==> src/design/fdtt_pkg.sv <==
`default_nettype none
package fdtt_pkg;

	localparam int TABLE_ENTRIES_DEF = 64;

	localparam int DATA_W = 32;
	localparam int CNT_W = 7;
	localparam logic [CNT_W-1:0] CNT_MAX = 7'd127;

	// memory word: valid, key, delta
	localparam int MEM_W = 1 + DATA_W + DATA_W;

	localparam logic [2:0] REQ_CLAIM   = 3'd0;
	localparam logic [2:0] REQ_RELEASE = 3'd1;
	localparam logic [2:0] REQ_EXIT    = 3'd2;
	localparam logic [2:0] REQ_EXIT_GE = 3'd3;
	localparam logic [2:0] REQ_CHECK   = 3'd4;

	typedef struct packed {
		logic        [2:0]        req_type;
		logic signed [DATA_W-1:0] frame_key;
		logic signed [DATA_W-1:0] claim_amount;
		logic signed [DATA_W-1:0] old_sp;
		logic signed [DATA_W-1:0] new_sp;
		logic signed [DATA_W-1:0] master_sp;
		logic signed [DATA_W-1:0] clone_sp;
	} req_t;

	typedef struct packed {
		logic signed [DATA_W-1:0] current_delta;
		logic                     check_match;
		logic        [CNT_W-1:0]  removed_count;
		logic signed [DATA_W-1:0] bad_frame;
		logic signed [DATA_W-1:0] bad_frame_delta;
		logic                     table_full;
	} rsp_t;

	typedef enum logic [2:0] {
		ST_CLEAR,
		ST_IDLE,
		ST_SCAN,
		ST_DRAIN,
		ST_FINISH
	} state_t;

	typedef struct packed {
		logic load;
		logic clr_wr;
		logic rd_en;
		logic finish;
	} ctl_cmd_t;

	typedef struct packed {
		logic out_block;
	} dp_stat_t;

endpackage
`default_nettype wire

==> src/design/fdtt_ctrl.sv <==
`default_nettype none
module fdtt_ctrl #(
	parameter int TABLE_ENTRIES = fdtt_pkg::TABLE_ENTRIES_DEF,
	parameter int AW = (TABLE_ENTRIES > 1) ? $clog2(TABLE_ENTRIES) : 1
) (
	input  wire logic               clk,
	input  wire logic               arst_n,
	input  wire logic               req_valid,
	output logic                    req_ready,
	input  wire fdtt_pkg::dp_stat_t stat,
	output fdtt_pkg::ctl_cmd_t      cmd,
	output logic [AW-1:0]           addr
);

	localparam logic [AW-1:0] LAST_ADDR = AW'(TABLE_ENTRIES - 1);

	fdtt_pkg::state_t state_q, state_n;
	logic [AW-1:0]    cnt_q, cnt_n;

	always_ff @(posedge clk or negedge arst_n) begin
		if (!arst_n) begin
			state_q <= fdtt_pkg::ST_CLEAR;
			cnt_q   <= '0;
		end else begin
			state_q <= state_n;
			cnt_q   <= cnt_n;
		end
	end

	always_comb begin
		state_n   = state_q;
		cnt_n     = cnt_q;
		cmd       = '0;
		req_ready = 1'b0;
		case (state_q)
			fdtt_pkg::ST_CLEAR: begin
				cmd.clr_wr = 1'b1;
				if (cnt_q == LAST_ADDR) begin
					cnt_n   = '0;
					state_n = fdtt_pkg::ST_IDLE;
				end else begin
					cnt_n = cnt_q + AW'(1);
				end
			end
			fdtt_pkg::ST_IDLE: begin
				req_ready = 1'b1;
				if (req_valid) begin
					cmd.load = 1'b1;
					cnt_n    = '0;
					state_n  = fdtt_pkg::ST_SCAN;
				end
			end
			fdtt_pkg::ST_SCAN: begin
				cmd.rd_en = 1'b1;
				if (cnt_q == LAST_ADDR) begin
					cnt_n   = '0;
					state_n = fdtt_pkg::ST_DRAIN;
				end else begin
					cnt_n = cnt_q + AW'(1);
				end
			end
			fdtt_pkg::ST_DRAIN: begin
				state_n = fdtt_pkg::ST_FINISH;
			end
			fdtt_pkg::ST_FINISH: begin
				if (!stat.out_block) begin
					cmd.finish = 1'b1;
					state_n    = fdtt_pkg::ST_IDLE;
				end
			end
			default: begin
				state_n = fdtt_pkg::ST_CLEAR;
				cnt_n   = '0;
			end
		endcase
	end

	assign addr = cnt_q;

endmodule
`default_nettype wire

==> config.mk <==
export PLATFORM = sky130hd
export DESIGN_NAME = fdtt_ctrl
export DESIGN_NICKNAME = d
export VERILOG_FILES = /design/src/design/fdtt_pkg.sv /design/src/design/fdtt_ctrl.sv
export SDC_FILE = /design/constraint.sdc
export NUM_CORES = 1
export LEC_CHECK = 0
export BUFFER_PORTS_ARGS = -buffer_cell sky130_fd_sc_hd__buf_2
export CAP_MARGIN = 25
export CORE_AREA = 2 2 39 41
export DETAILED_ROUTE_END_ITERATION = 10
export DIE_AREA = 0 0 41 43
export GPL_TIMING_DRIVEN = 0
export HOLD_SLACK_MARGIN = 0.1
export PLACE_DENSITY = 0.66
export SYNTH_ARGS = -nofsm -noshare
export SYNTH_HDL_FRONTEND = slang
export SYNTH_SLANG_ARGS = --single-unit
==> constraint.sdc <==
create_clock -name clk -period 1.45 [get_ports clk]
set_input_delay 0 -clock clk [delete_from_list [all_inputs] [get_ports clk]]
set_output_delay 0 -clock clk [all_outputs]
set_load 0.03 [all_outputs]
# Word level (Yosys, flattened, before mapping)
# Index checks and enable logic that the tools add are counted.
# Widths: inputs -> output; s select.
# word_totals
ff_bits	9
in_bits	4
output_inout_bits	11
wordCells	33
# op_classes
add_sub_neg	1
eq_ne	9
muxes	15
n_bitwise	1
reduce_logical	5
# op_table
operator	n
$pmux 6 s3	1
$pmux 3 s5	1
$mux 3	4
$mux 6	2
$ne 2x2->1 const B	4
$mux 1	7
$add 6x1->6 const B	1
$eq 3x2->1 const B	2
$eq 6x6->1 const B	1
$reduce_and 4->1	1
$reduce_or 2->1	2
$eq 3x1->1 const B	1
$eq 3x3->1 const B	1
$logic_not 3->1	1
$reduce_and 2->1	1
$not 1->1	1

# Logic depth before layout (Yosys ltp)
# Gate-level depths: netlist (run 1).
# logic_depth
word_depth	4
depth_mapped	5
mapped_depth_nobuf	5

# Worst setup path before layout (run 1)
# OpenSTA, ideal clock, no wires.
# synth_path
path_type	flip-flop to flip-flop
start	reg state_q[1]
end	reg state_q[0]
setup_time_ns	0.068
arrival_ns	1.526
required_time_ns	1.382
path_slack_ns	-0.144
stages_incl_launch_ff	5
path_buffers	1
synth_period_minus_slack_ns	1.594
path_cell_list	dfrtp_1 -> buf_6 -> or3b_1 -> nor2_1 -> a221o_1
# synth_between
elab_chain_cells	3
elab_cells_between_ends	11
cone_classes	eq/ne: 8; mux: 1; reduce/logical: 2
# synth_lines
element	line	text
start: declaration	fdtt_ctrl.sv:17	fdtt_pkg::state_t state_q, state_n;
start signal: assignment	fdtt_ctrl.sv:22	state_q <= fdtt_pkg::ST_CLEAR;
start signal: assignment	fdtt_ctrl.sv:25	state_q <= state_n;
$eq 3x2->1 (tied with other cells)	fdtt_ctrl.sv:35	case (state_q)
$ne 2x2->1 (no line)	n/a	
$reduce_and 4->1 (no line)	n/a	
# Parallel ways exist; a longest one is shown, timed or not.
# A chain may end at the register's enable or synchronous reset.

==> qor.yml, run 1 <==
hold_ws_ns: 0.107
drc_errors: 0
grt_pass1_vias: 444
arrival_ns: 1.44
status: "finished, final reports clean"
setup_viol: 0
yosysSeqAreaShare_pct: 40.5
min_period_ns: 1.44
p_int_mw: 0.367
dieHeight_um: 43
synth_edf_count: 0
synth_common_cells: "9 x dfrtp_1, 7 x nand2_1, 5 x a31oi_1, 5 x nor2_1, 5 x nor3_1"
path_class: "register to output pin"
grt_antenna_before_repair: 0
gp_congestion: 0.860
start_util_pct: 40.1
max_cap_viol_count: 0
row_count: 14
grt_first_pass_wirelength_mm: 2.03
dr_total_vias: 541
antenna_cells: 0
synth_top_area_share_pct: 40.5
tightest_slew_ns: 0.510
via_per_inst: 5.36
root_buffer: "clkbuf_4"
synth_most_common_cell: "dfrtp_1"
area_growth_pct: 33.1
ios: 15
port_buffers: 14
overflow: 0
cp.required_ns: 1.45
yosys_warnings: 0
p_seq_share_pct: 52.9
finalWirelength_mm: 1.32
comb_power_share_pct: 4.6
async_flop_share_pct: 100
crit_fanout: 9
finClkSkew_ns: 0.00344
hold_viol_final: 0
fp.dieArea_sq_um: 1760
syn-num-nets: 69
synthesis.instances: 64
synth_area_sq_um: 556
wl_met1_um: 652
crit_path_end_kind: "output pin"
grt_max_degree: 11
grt_usage_pct: 17.1
nNetsFinal: 91
hold_path.class: "input pin to async pin"
drive_above_1_share_pct: 34.1
hpwl_um: 923
wl_met2_um: 577
post-synth-top-area-cell: "dfrtp_1"
clkTransAtPathRegs_ns: 0.06
p_per_area_nw_per_um2: 642
relSlewSlack_pct: 65.7
wl_per_cell_um: 13.0
leakage_nw: 0.342
vdd_ir_drop_max_uv: 555
grt_setup_unrepaired: "yes"
htreeDepth: 1
fmax_ghz: 0.692
cts_tree: "built"
syn_area_per_cell_sq_um: 8.68
fp.dieW_um: 41
power.switching_mw: 0.107
cts_buffer_depth: 2
yosys-top-cells-area: "dfrtp_1 41%, a31oi_1 5.6%, nand2_1 4.7%, nor3_1 4.5%, buf_6 4.1%"
crit_path_start_kind: "register"
clkPwrFrac_pct: 42.5
route.met3.wl_um: 59
timing.final.crit_share_pct: 99.7
drt_pass1_iterations: 4
dr.max_layer_used: "met4"
synth-main-ff-cell: "dfrtp_1"
core_area_sq_um: 1380
first_iter_violations: 5
finalSetupTns_ns: 0
clkLatencyLatePin_ns: 0.27
clock_sinks: 9
ys_ff_latch: 9
r2r-end: "addr[5]"
synth_cell_type_count: 26
worst_r2r_startpoint: "state_q[2]"
slew_violations: 0
switching_share_pct: 22.6
antenna_left: 0
worstRegToRegCells: 5
rrSetupSlack_ns: 0.02
cts_buffers: 3
final cells by class:
cell class,count,area [sq um]
Buffer,3,27.5
Clock buffer,4,26.3
Fill cell,132,644
Inverter,3,11.3
Multi-Input combinational cell,49,322
Sequential cell,9,226
Tap cell,16,20.0
Timing Repair Buffer,17,106
logic make-up (layout without fill, tap and decap cells):
logic type | count (synthesis) | count (layout) | synth area share, %
AOI/OAI and AO/OA | 16 | 16 | 20.0
xor gates and xnor gates | 1 | 1 | 1.58
adders and majority gates | 1 | 1 | 2.25
buffers and inverters | 6 | 27 | 6.76
DFF | 9 | 9 | 40.5
muxes | 1 | 1 | 1.80
and+or+nand+nor | 30 | 30 | 27.0
cells in the final DEF, fill, tap and decap left out, types with 2 or more instances in the layout:
cell and instances:
buf_6 3, nand3_1 3, nand2b_1 2, nor2_1 3
a31oi_1 5, buf_2 13, nor3_1 5, clkbuf_4 3
dfrtp_1 8, nand2_1 7, and3_1 2, o21ai_0 3
inv_1 3, dlygate4sd3_1 3, a21oi_1 2
critical path, cell delays in order, from the launching register on:
cell and delay [ns]:
dfrtp_1 0.37, buf_6 0.14, or3b_4 0.42, nor2_4 0.11, buf_6 0.14
registers in the layout, summed over array words and instances (netlist names):
| register | count |
|---|---|
| state_q | 3 |
| addr | 6 |
through the flow:
| stage | setup WS (ns) | util [%] | power [mW] | instances | instance area (sq um) |
|---|---|---|---|---|---|
| final | 0.00507 | 53.4 | 0.475 | 101 | 739 |
| after global routing | -0.0239 | 53.4 | 0.496 | 101 | 739 |
| after CTS | 0.00744 | 51.9 | 0.475 | 101 | 718 |
| after detailed placement | -0.00515 | 46.8 | 0.270 | 94 | 648 |
| after global placement | -0.00812 | 46.8 | 0.270 | 94 | 648 |
| after floorplan | 0.0181 | - | 0.260 | 64 | 558 |
power by group through the flow:
stage | Combinational (mW) | Sequential (mW) | Clock [mW]
2_1_floorplan | 0.00385 | 0.256 | 0
3_3_place_gp | 0.0145 | 0.256 | 0
3_5_place_dp | 0.0147 | 0.256 | 0
4_1_cts | 0.0214 | 0.251 | 0.203
5_1_grt | 0.0243 | 0.251 | 0.221
6_report | 0.0220 | 0.251 | 0.201
repair_timing:
item | 4_1_cts | 5_1_grt
pin swaps | 0 | 0
setup endpoints to repair | 2 | 8
gates resized for setup | 4 | 8
hold buffers | 3 | 0
endpoints found under the hold margin | 11 | 0
setup buffers | 0 | 0
per-layer routing:
metal | global-route usage (%) | vias up
li1 | - | 274
met1 | 25.8 | 247
met2 | 22.5 | 17
met3 | 3.66 | 3
met4 | 8.00 | 0
met5 | 0 | -
worst max-delay path by stage:
stage                from  slack [ns]  cells past startpoint          to
2_1_floorplan  state_q[1]        0.02                      4  state_q[0]
3_3_place_gp   state_q[1]      -0.008                      5     addr[3]
3_5_place_dp   state_q[1]      -0.005                      5     addr[3]
4_1_cts        state_q[1]       0.007                      5     addr[3]
5_1_grt        state_q[1]       -0.02                      4      cmd[0]
6_report       state_q[1]       0.005                      4      cmd[0]
Power figures use the tool's default switching activity.
==> inputs of run 2 (changes only) <==
- CORE_AREA: 2 2 39 41 -> default
- CORE_UTILIZATION: default -> 30
- DIE_AREA: 0 0 41 43 -> default
- PLACE_DENSITY: 0.66 -> 0.51
==> run 2 against run 1 <==
Register-to-register slack improved by 0.03 ns. Sequential share of layout area decreased by 1.0 points. Hold slack improved by 0.0029 ns. Utilization decreased by 9.2 points. Final area increased by 3.4%. Final cell count increased by 13%. Critical path depth unchanged. Power decreased by 1.0%. Non-clock buffer count increased by 4. First-iteration DRC count increased to 3.2 times the previous value. Highest routed layer unchanged.
==> qor.yml, run 2 (synthesized netlist as in run 1, its figures left out) <==
min_period_ns: 1.42  # was 1.44 ns
timing.final.crit_share_pct: 97.8  # was 99.7%
core_area_sq_um: 1730  # was 1380 sq um
dieHeight_um: 45.0  # was 43 um
nNetsFinal: 95  # was 91
first_iter_violations: 16  # was 5
switching_share_pct: 21.8  # was 22.6%
overflow: 0  # unchanged
critPathBufInv: 2  # unchanged
drc_errors: 0  # unchanged
path_cells: "buf_6 -> or3b_4 -> nor2_4 -> buf_6"  # unchanged
final_cell_mix: "13 x buf_2, 8 x dfrtp_1, 7 x nand2_1, 5 x nor3_1, 5 x a31oi_1"  # unchanged
via_per_inst: 5.06  # was 5.36
arrival_ns: 1.42  # was 1.44 ns
postLayoutCoreUtil_pct: 44.3  # was 53.4%
cts_buffers: 3  # unchanged
finalWirelength_mm: 1.38  # was 1.32 mm
grt_setup_unrepaired: "yes"  # unchanged
worstSetupStartpoint: "state_q[1]"  # unchanged
hold_path.class: "input pin to async pin"  # unchanged
crit_top_cell: "buf_6"  # unchanged
final_area_sq_um: 764  # was 739 sq um
grt_pass1_vias: 512  # was 444
htreeDepth: 1  # unchanged
port_buffers: 14  # unchanged
fmax_ghz: 0.705  # was 0.692 GHz
place_area_sq_um: 659  # was 648 sq um
crit_path_end_kind: "output pin"  # unchanged
hold_viol_final: 0  # unchanged
layout_commonest_cell: "buf_2"  # unchanged
clock_sinks: 9  # unchanged
dr_total_vias: 577  # was 541
tightest_slew_ns: 0.501  # was 0.510 ns
leakage_nw: 0.363  # was 0.342 nW
drive_above_1_share_pct: 32.6  # was 34.1%
drt_pass1_iterations: 4  # unchanged
p_seq_share_pct: 53.4  # was 52.9%
path_delay_family: "simple AND/OR/NAND/NOR gates"  # unchanged
path_class: "register to output pin"  # unchanged
status: "finished, final reports clean"  # unchanged
gp_congestion: 0.854  # was 0.860
grt_antenna_before_repair: 0  # unchanged
fin_ws_ns: 0.0323  # was 0.00507 ns
largest_reg_flops: 6  # unchanged
cts_buffer_depth: 2  # unchanged
wl_per_cell_um: 12.1  # was 13.0 um
worst_path_max_delay_cell: "or3b_4"  # unchanged
max_cap_viol_count: 0  # unchanged
grt_max_degree: 11  # unchanged
setup_viol: 0  # unchanged
fp.dieArea_sq_um: 2030  # was 1760 sq um
p_int_mw: 0.367  # about the same
relSlewSlack_pct: 66.4  # was 65.7%
pre_cts_slack_ns: -0.0129  # was -0.00515 ns
grt_usage_pct: 15.1  # was 17.1%
fp.dieW_um: 45.0  # was 41 um
power.switching_mw: 0.103  # was 0.107 mW
crit_fanout: 8  # was 9
comb_power_share_pct: 4.7  # was 4.6%
antenna_cells: 0  # unchanged
vdd_ir_drop_max_uv: 464  # was 555 uV
p_per_area_nw_per_um2: 615  # was 642 nW/um^2
cp.required_ns: 1.45  # about the same
root_buffer: "clkbuf_4"  # unchanged
cts_tree: "built"  # unchanged
start_util_pct: 32.2  # was 40.1%
antenna_left: 0  # unchanged
finClkSkew_ns: 0.00699  # was 0.00344 ns
row_count: 15  # was 14
slew_violations: 0  # unchanged
clkPwrFrac_pct: 41.9  # was 42.5%
hpwl_um: 988  # was 923 um
slowest_delay_ns: 0.41  # was 0.42 ns
finalPower_mw: 0.470  # was 0.475 mW
clkLatencyLatePin_ns: 0.27  # about the same
clkTransAtPathRegs_ns: 0.06  # about the same
grt_first_pass_wirelength_mm: 2.18  # was 2.03 mm
ios: 15  # unchanged
crit_path_start_kind: "register"  # unchanged
area_growth_pct: 37.6  # was 33.1%
worst_r2r_startpoint: "state_q[2]"  # unchanged
## run 2: per-stage QoR
stage | hold WS [ns] | cells | TNS [ns]
after floorplan | -0.296 | 64 | 0
after global placement | -0.131 | 103 | -0.0391
after detailed placement | -0.134 | 103 | -0.0133
after CTS | 0.125 | 110 | 0
after global routing | 0.131 | 114 | -0.0379
final | 0.110 | 114 | 0
## run 2: final cells by class
type | instances | area, sq um
Buffer | 3 | 27.5
Clock buffer | 4 | 26.3
Fill cell | 186 | 962
Inverter | 3 | 11.3
Multi-Input combinational cell | 49 | 305
Sequential cell | 9 | 226
Tap cell | 25 | 31.3
Timing Repair Buffer | 21 | 136
## run 2: power by group through the flow
| stage | clock, mW | sequential [mW] | combinational [mW] |
|---|---|---|---|
| final | 0.197 | 0.251 | 0.0220 |
| after global placement | 0 | 0.256 | 0.0151 |
| after CTS | 0.202 | 0.251 | 0.0214 |
| after floorplan | 0 | 0.256 | 0.00385 |
| after global routing | 0.218 | 0.251 | 0.0251 |
| after detailed placement | 0 | 0.256 | 0.0150 |
## run 2: final timing paths
kind                              endpoint  slack (ns)  cells past startpoint
worst max-delay path                cmd[0]        0.03                      4
worst min-delay path               addr[1]        0.11                      2
worst max register to register     addr[5]        0.05                      5
worst min register to register  state_q[1]        0.53                      2
max in group asynchronous       state_q[0]        1.15                      2
min in group clk                state_q[1]        0.53                      2
## run 2: worst reg2reg max path: stages (launching register included)
cell and delay (ns):
dfrtp_1 0.37, buf_6 0.13, or3b_4 0.27, o211ai_2 0.09, or3_1 0.31, a31oi_1 0.15
## run 2: timing repair
action / 4_1_cts / 5_1_grt
endpoints found under the setup margin: 3 / 7
hold buffers: 3 / 0
buffers inserted: 0 / 4
pin swaps: 0 / 1
hold endpoints to repair: 11 / 0
resized for setup: 3 / 5
## run 2: routing by layer
layer | vias to the layer above | track usage, % | share of wire, %
li1 | 289 | - | -
met1 | 267 | 20.4 | 47
met2 | 17 | 22.6 | 44
met3 | 4 | 6.00 | 7.3
met4 | 0 | 3.64 | 1.2
met5 | - | 0 | 0
==> inputs of run 3 (changes only) <==
- CORE_MARGIN: default -> 4
- CTS_CLUSTER_DIAMETER: default -> 200
- MAX_ROUTING_LAYER: default -> met4
==> run 3 against run 2 <==
Setup slack got worse by 0.042 ns. The flow now finishes with violations (setup timing). Critical endpoint unchanged. Register-to-register slack got worse by 0.03 ns. Clock power increased by 5%. Fmax decreased by 2.9%.
==> qor.yml, run 3 (synthesized netlist as in run 1, its figures left out) <==
violations: "setup timing"
status: "complete, but fails checks"  # was finished, final reports clean
relSlewSlack_pct: 65.1  # was 66.4%
hold_viol_final: 0  # unchanged
grt_max_degree: 11  # unchanged
crit_top_cell: "buf_6"  # unchanged
layout_commonest_cell: "buf_2"  # unchanged
slowest_delay_ns: 0.44  # was 0.41 ns
finClkSkew_ns: 0.00591  # was 0.00699 ns
cts_buffer_depth: 2  # unchanged
cts_buffers: 3  # unchanged
fmax_ghz: 0.685  # was 0.705 GHz
clkTransAtPathRegs_ns: 0.07  # was 0.06 ns
cp.required_ns: 1.45  # about the same
finalWirelength_mm: 1.52  # was 1.38 mm
grt_pass1_vias: 520  # was 512
leakage_nw: 0.357  # was 0.363 nW
crit_path_end_kind: "output pin"  # unchanged
fp.dieW_um: 51.0  # was 45.0 um
row_count: 15  # unchanged
port_buffers: 14  # unchanged
grt_first_pass_wirelength_mm: 2.52  # was 2.18 mm
final_cell_mix: "11 x buf_2, 9 x dfrtp_1, 7 x nand2_1, 5 x nor3_1, 5 x a31oi_1"  # was 13 x buf_2, 8 x dfrtp_1, 7 x nand2_1, 5 x nor3_1, 5 x a31oi_1
ios: 15  # unchanged
fin_ws_ns: -0.00985  # was 0.0323 ns
grt_setup_unrepaired: "yes"  # unchanged
arrival_ns: 1.46  # was 1.42 ns
timing.final.crit_share_pct: 101  # was 97.8%
core_area_sq_um: 1750  # was 1730 sq um
max_cap_viol_count: 0  # unchanged
area_growth_pct: 39.0  # was 37.6%
finalSetupTns_ns: -0.00985  # was 0 ns
via_per_inst: 5.01  # was 5.06
worst_path_max_delay_cell: "or3b_4"  # unchanged
vdd_ir_drop_max_uv: 365  # was 464 uV
hpwl_mm: 1.04  # was 988 um
path_cells: "buf_6 -> or3b_4 -> nor2_4 -> buf_6"  # unchanged
min_period_ns: 1.46  # was 1.42 ns
wl_per_cell_um: 13.5  # was 12.1 um
pre_cts_slack_ns: -0.0215  # was -0.0129 ns
overflow: 0  # unchanged
finalPower_mw: 0.480  # was 0.470 mW
clock_sinks: 9  # unchanged
nNetsFinal: 94  # was 95
root_buffer: "clkbuf_4"  # unchanged
path_class: "register to output pin"  # unchanged
drive_above_1_share_pct: 33.0  # was 32.6%
grt_antenna_before_repair: 0  # unchanged
fp.dieArea_sq_um: 2600  # was 2030 sq um
htreeDepth: 1  # unchanged
slew_violations: 0  # unchanged
cts_tree: "built"  # unchanged
largest_reg_flops: 6  # unchanged
hold_path.class: "input pin to async pin"  # unchanged
start_util_pct: 31.8  # was 32.2%
tightest_slew_ns: 0.519  # was 0.501 ns
fill_cells: 187  # was 186
antenna_left: 0  # unchanged
setup_viol: 1  # was 0
dieHeight_um: 51.0  # was 45.0 um
crit_path_start_kind: "register"  # unchanged
drc_errors: 0  # unchanged
clkLatencyLatePin_ns: 0.26  # was 0.27 ns
drt_pass1_iterations: 4  # unchanged
dr_total_vias: 566  # was 577
p_per_area_nw_per_um2: 622  # was 615 nW/um^2
crit_fanout: 7  # was 8
gp_congestion: 0.755  # was 0.854
first_iter_violations: 17  # was 16
path_delay_family: "simple AND/OR/NAND/NOR gates"  # unchanged
grt_usage_pct: 13.3  # was 15.1%
postLayoutCoreUtil_pct: 44.2  # was 44.3%
critPathBufInv: 2  # unchanged
antenna_cells: 0  # unchanged
run 3: area by class of cell:
cell class	instances	area [sq um]	share of cell area, %
flip-flops and latches	9	225	29.2
multi-input cells	49	317	41.0
plain buffers	3	27.5	3.57
well taps	25	31.3	4.05
clock buffers	4	26.3	3.40
repair buffers	20	134	17.3
inverters	3	11.3	1.46
run 3: per-layer routing:
metal | part of all wire (%) | up-vias | track usage [%]
li1 | - | 282 | -
met1 | 46 | 271 | 18.9
met2 | 48 | 11 | 18.7
met3 | 4.9 | 2 | 2.92
met4 | 0.79 | 0 | 4.04
met5 | 0 | - | -
run 3: repair_timing:
| item | 4_1_cts | 5_1_grt |
|---|---|---|
| hold buffers | 3 | 0 |
| endpoints found under the hold margin | 11 | 0 |
| setup endpoints to repair | 3 | 8 |
| setup buffers | 0 | 3 |
| pin swaps | 1 | 2 |
| resized for setup | 4 | 7 |
run 3: worst reg2reg max path, stage by stage (launching register included):
cell	delay [ns]
dfrtp_1	0.38
buf_6	0.13
or3b_4	0.44
o2111ai_2	0.11
xor2_1	0.20
a211oi_2	0.05
run 3: report_power, final:
| part | total (mW) | switching (mW) | internal, mW |
|---|---|---|---|
| Combinational | 0.0227 | 0.0128 | 0.00990 |
| Sequential | 0.251 | 0 | 0.251 |
| Clock | 0.207 | 0.101 | 0.106 |
run 3: final timing paths:
check,startpoint,end,slack (ns),depth (start not counted)
setup / recovery,state_q[1],cmd[0],-0.01,4
hold / removal,arst_n,state_q[2],0.11,2
setup reg to reg,state_q[1],addr[3],0.02,5
hold reg to reg,addr[4],addr[4],0.53,1
max in group asynchronous,arst_n,addr[0],1.14,2
min in group clk,addr[4],addr[4],0.53,1
run 3: through the flow:
stage                     area, sq um  hold slack (ns)  cells
after global routing              772            0.134    113
after detailed placement          659           -0.125    103
after floorplan                   558           -0.296     64
final                             772            0.113    113
after global placement            659           -0.128    103
after CTS                         729            0.121    110
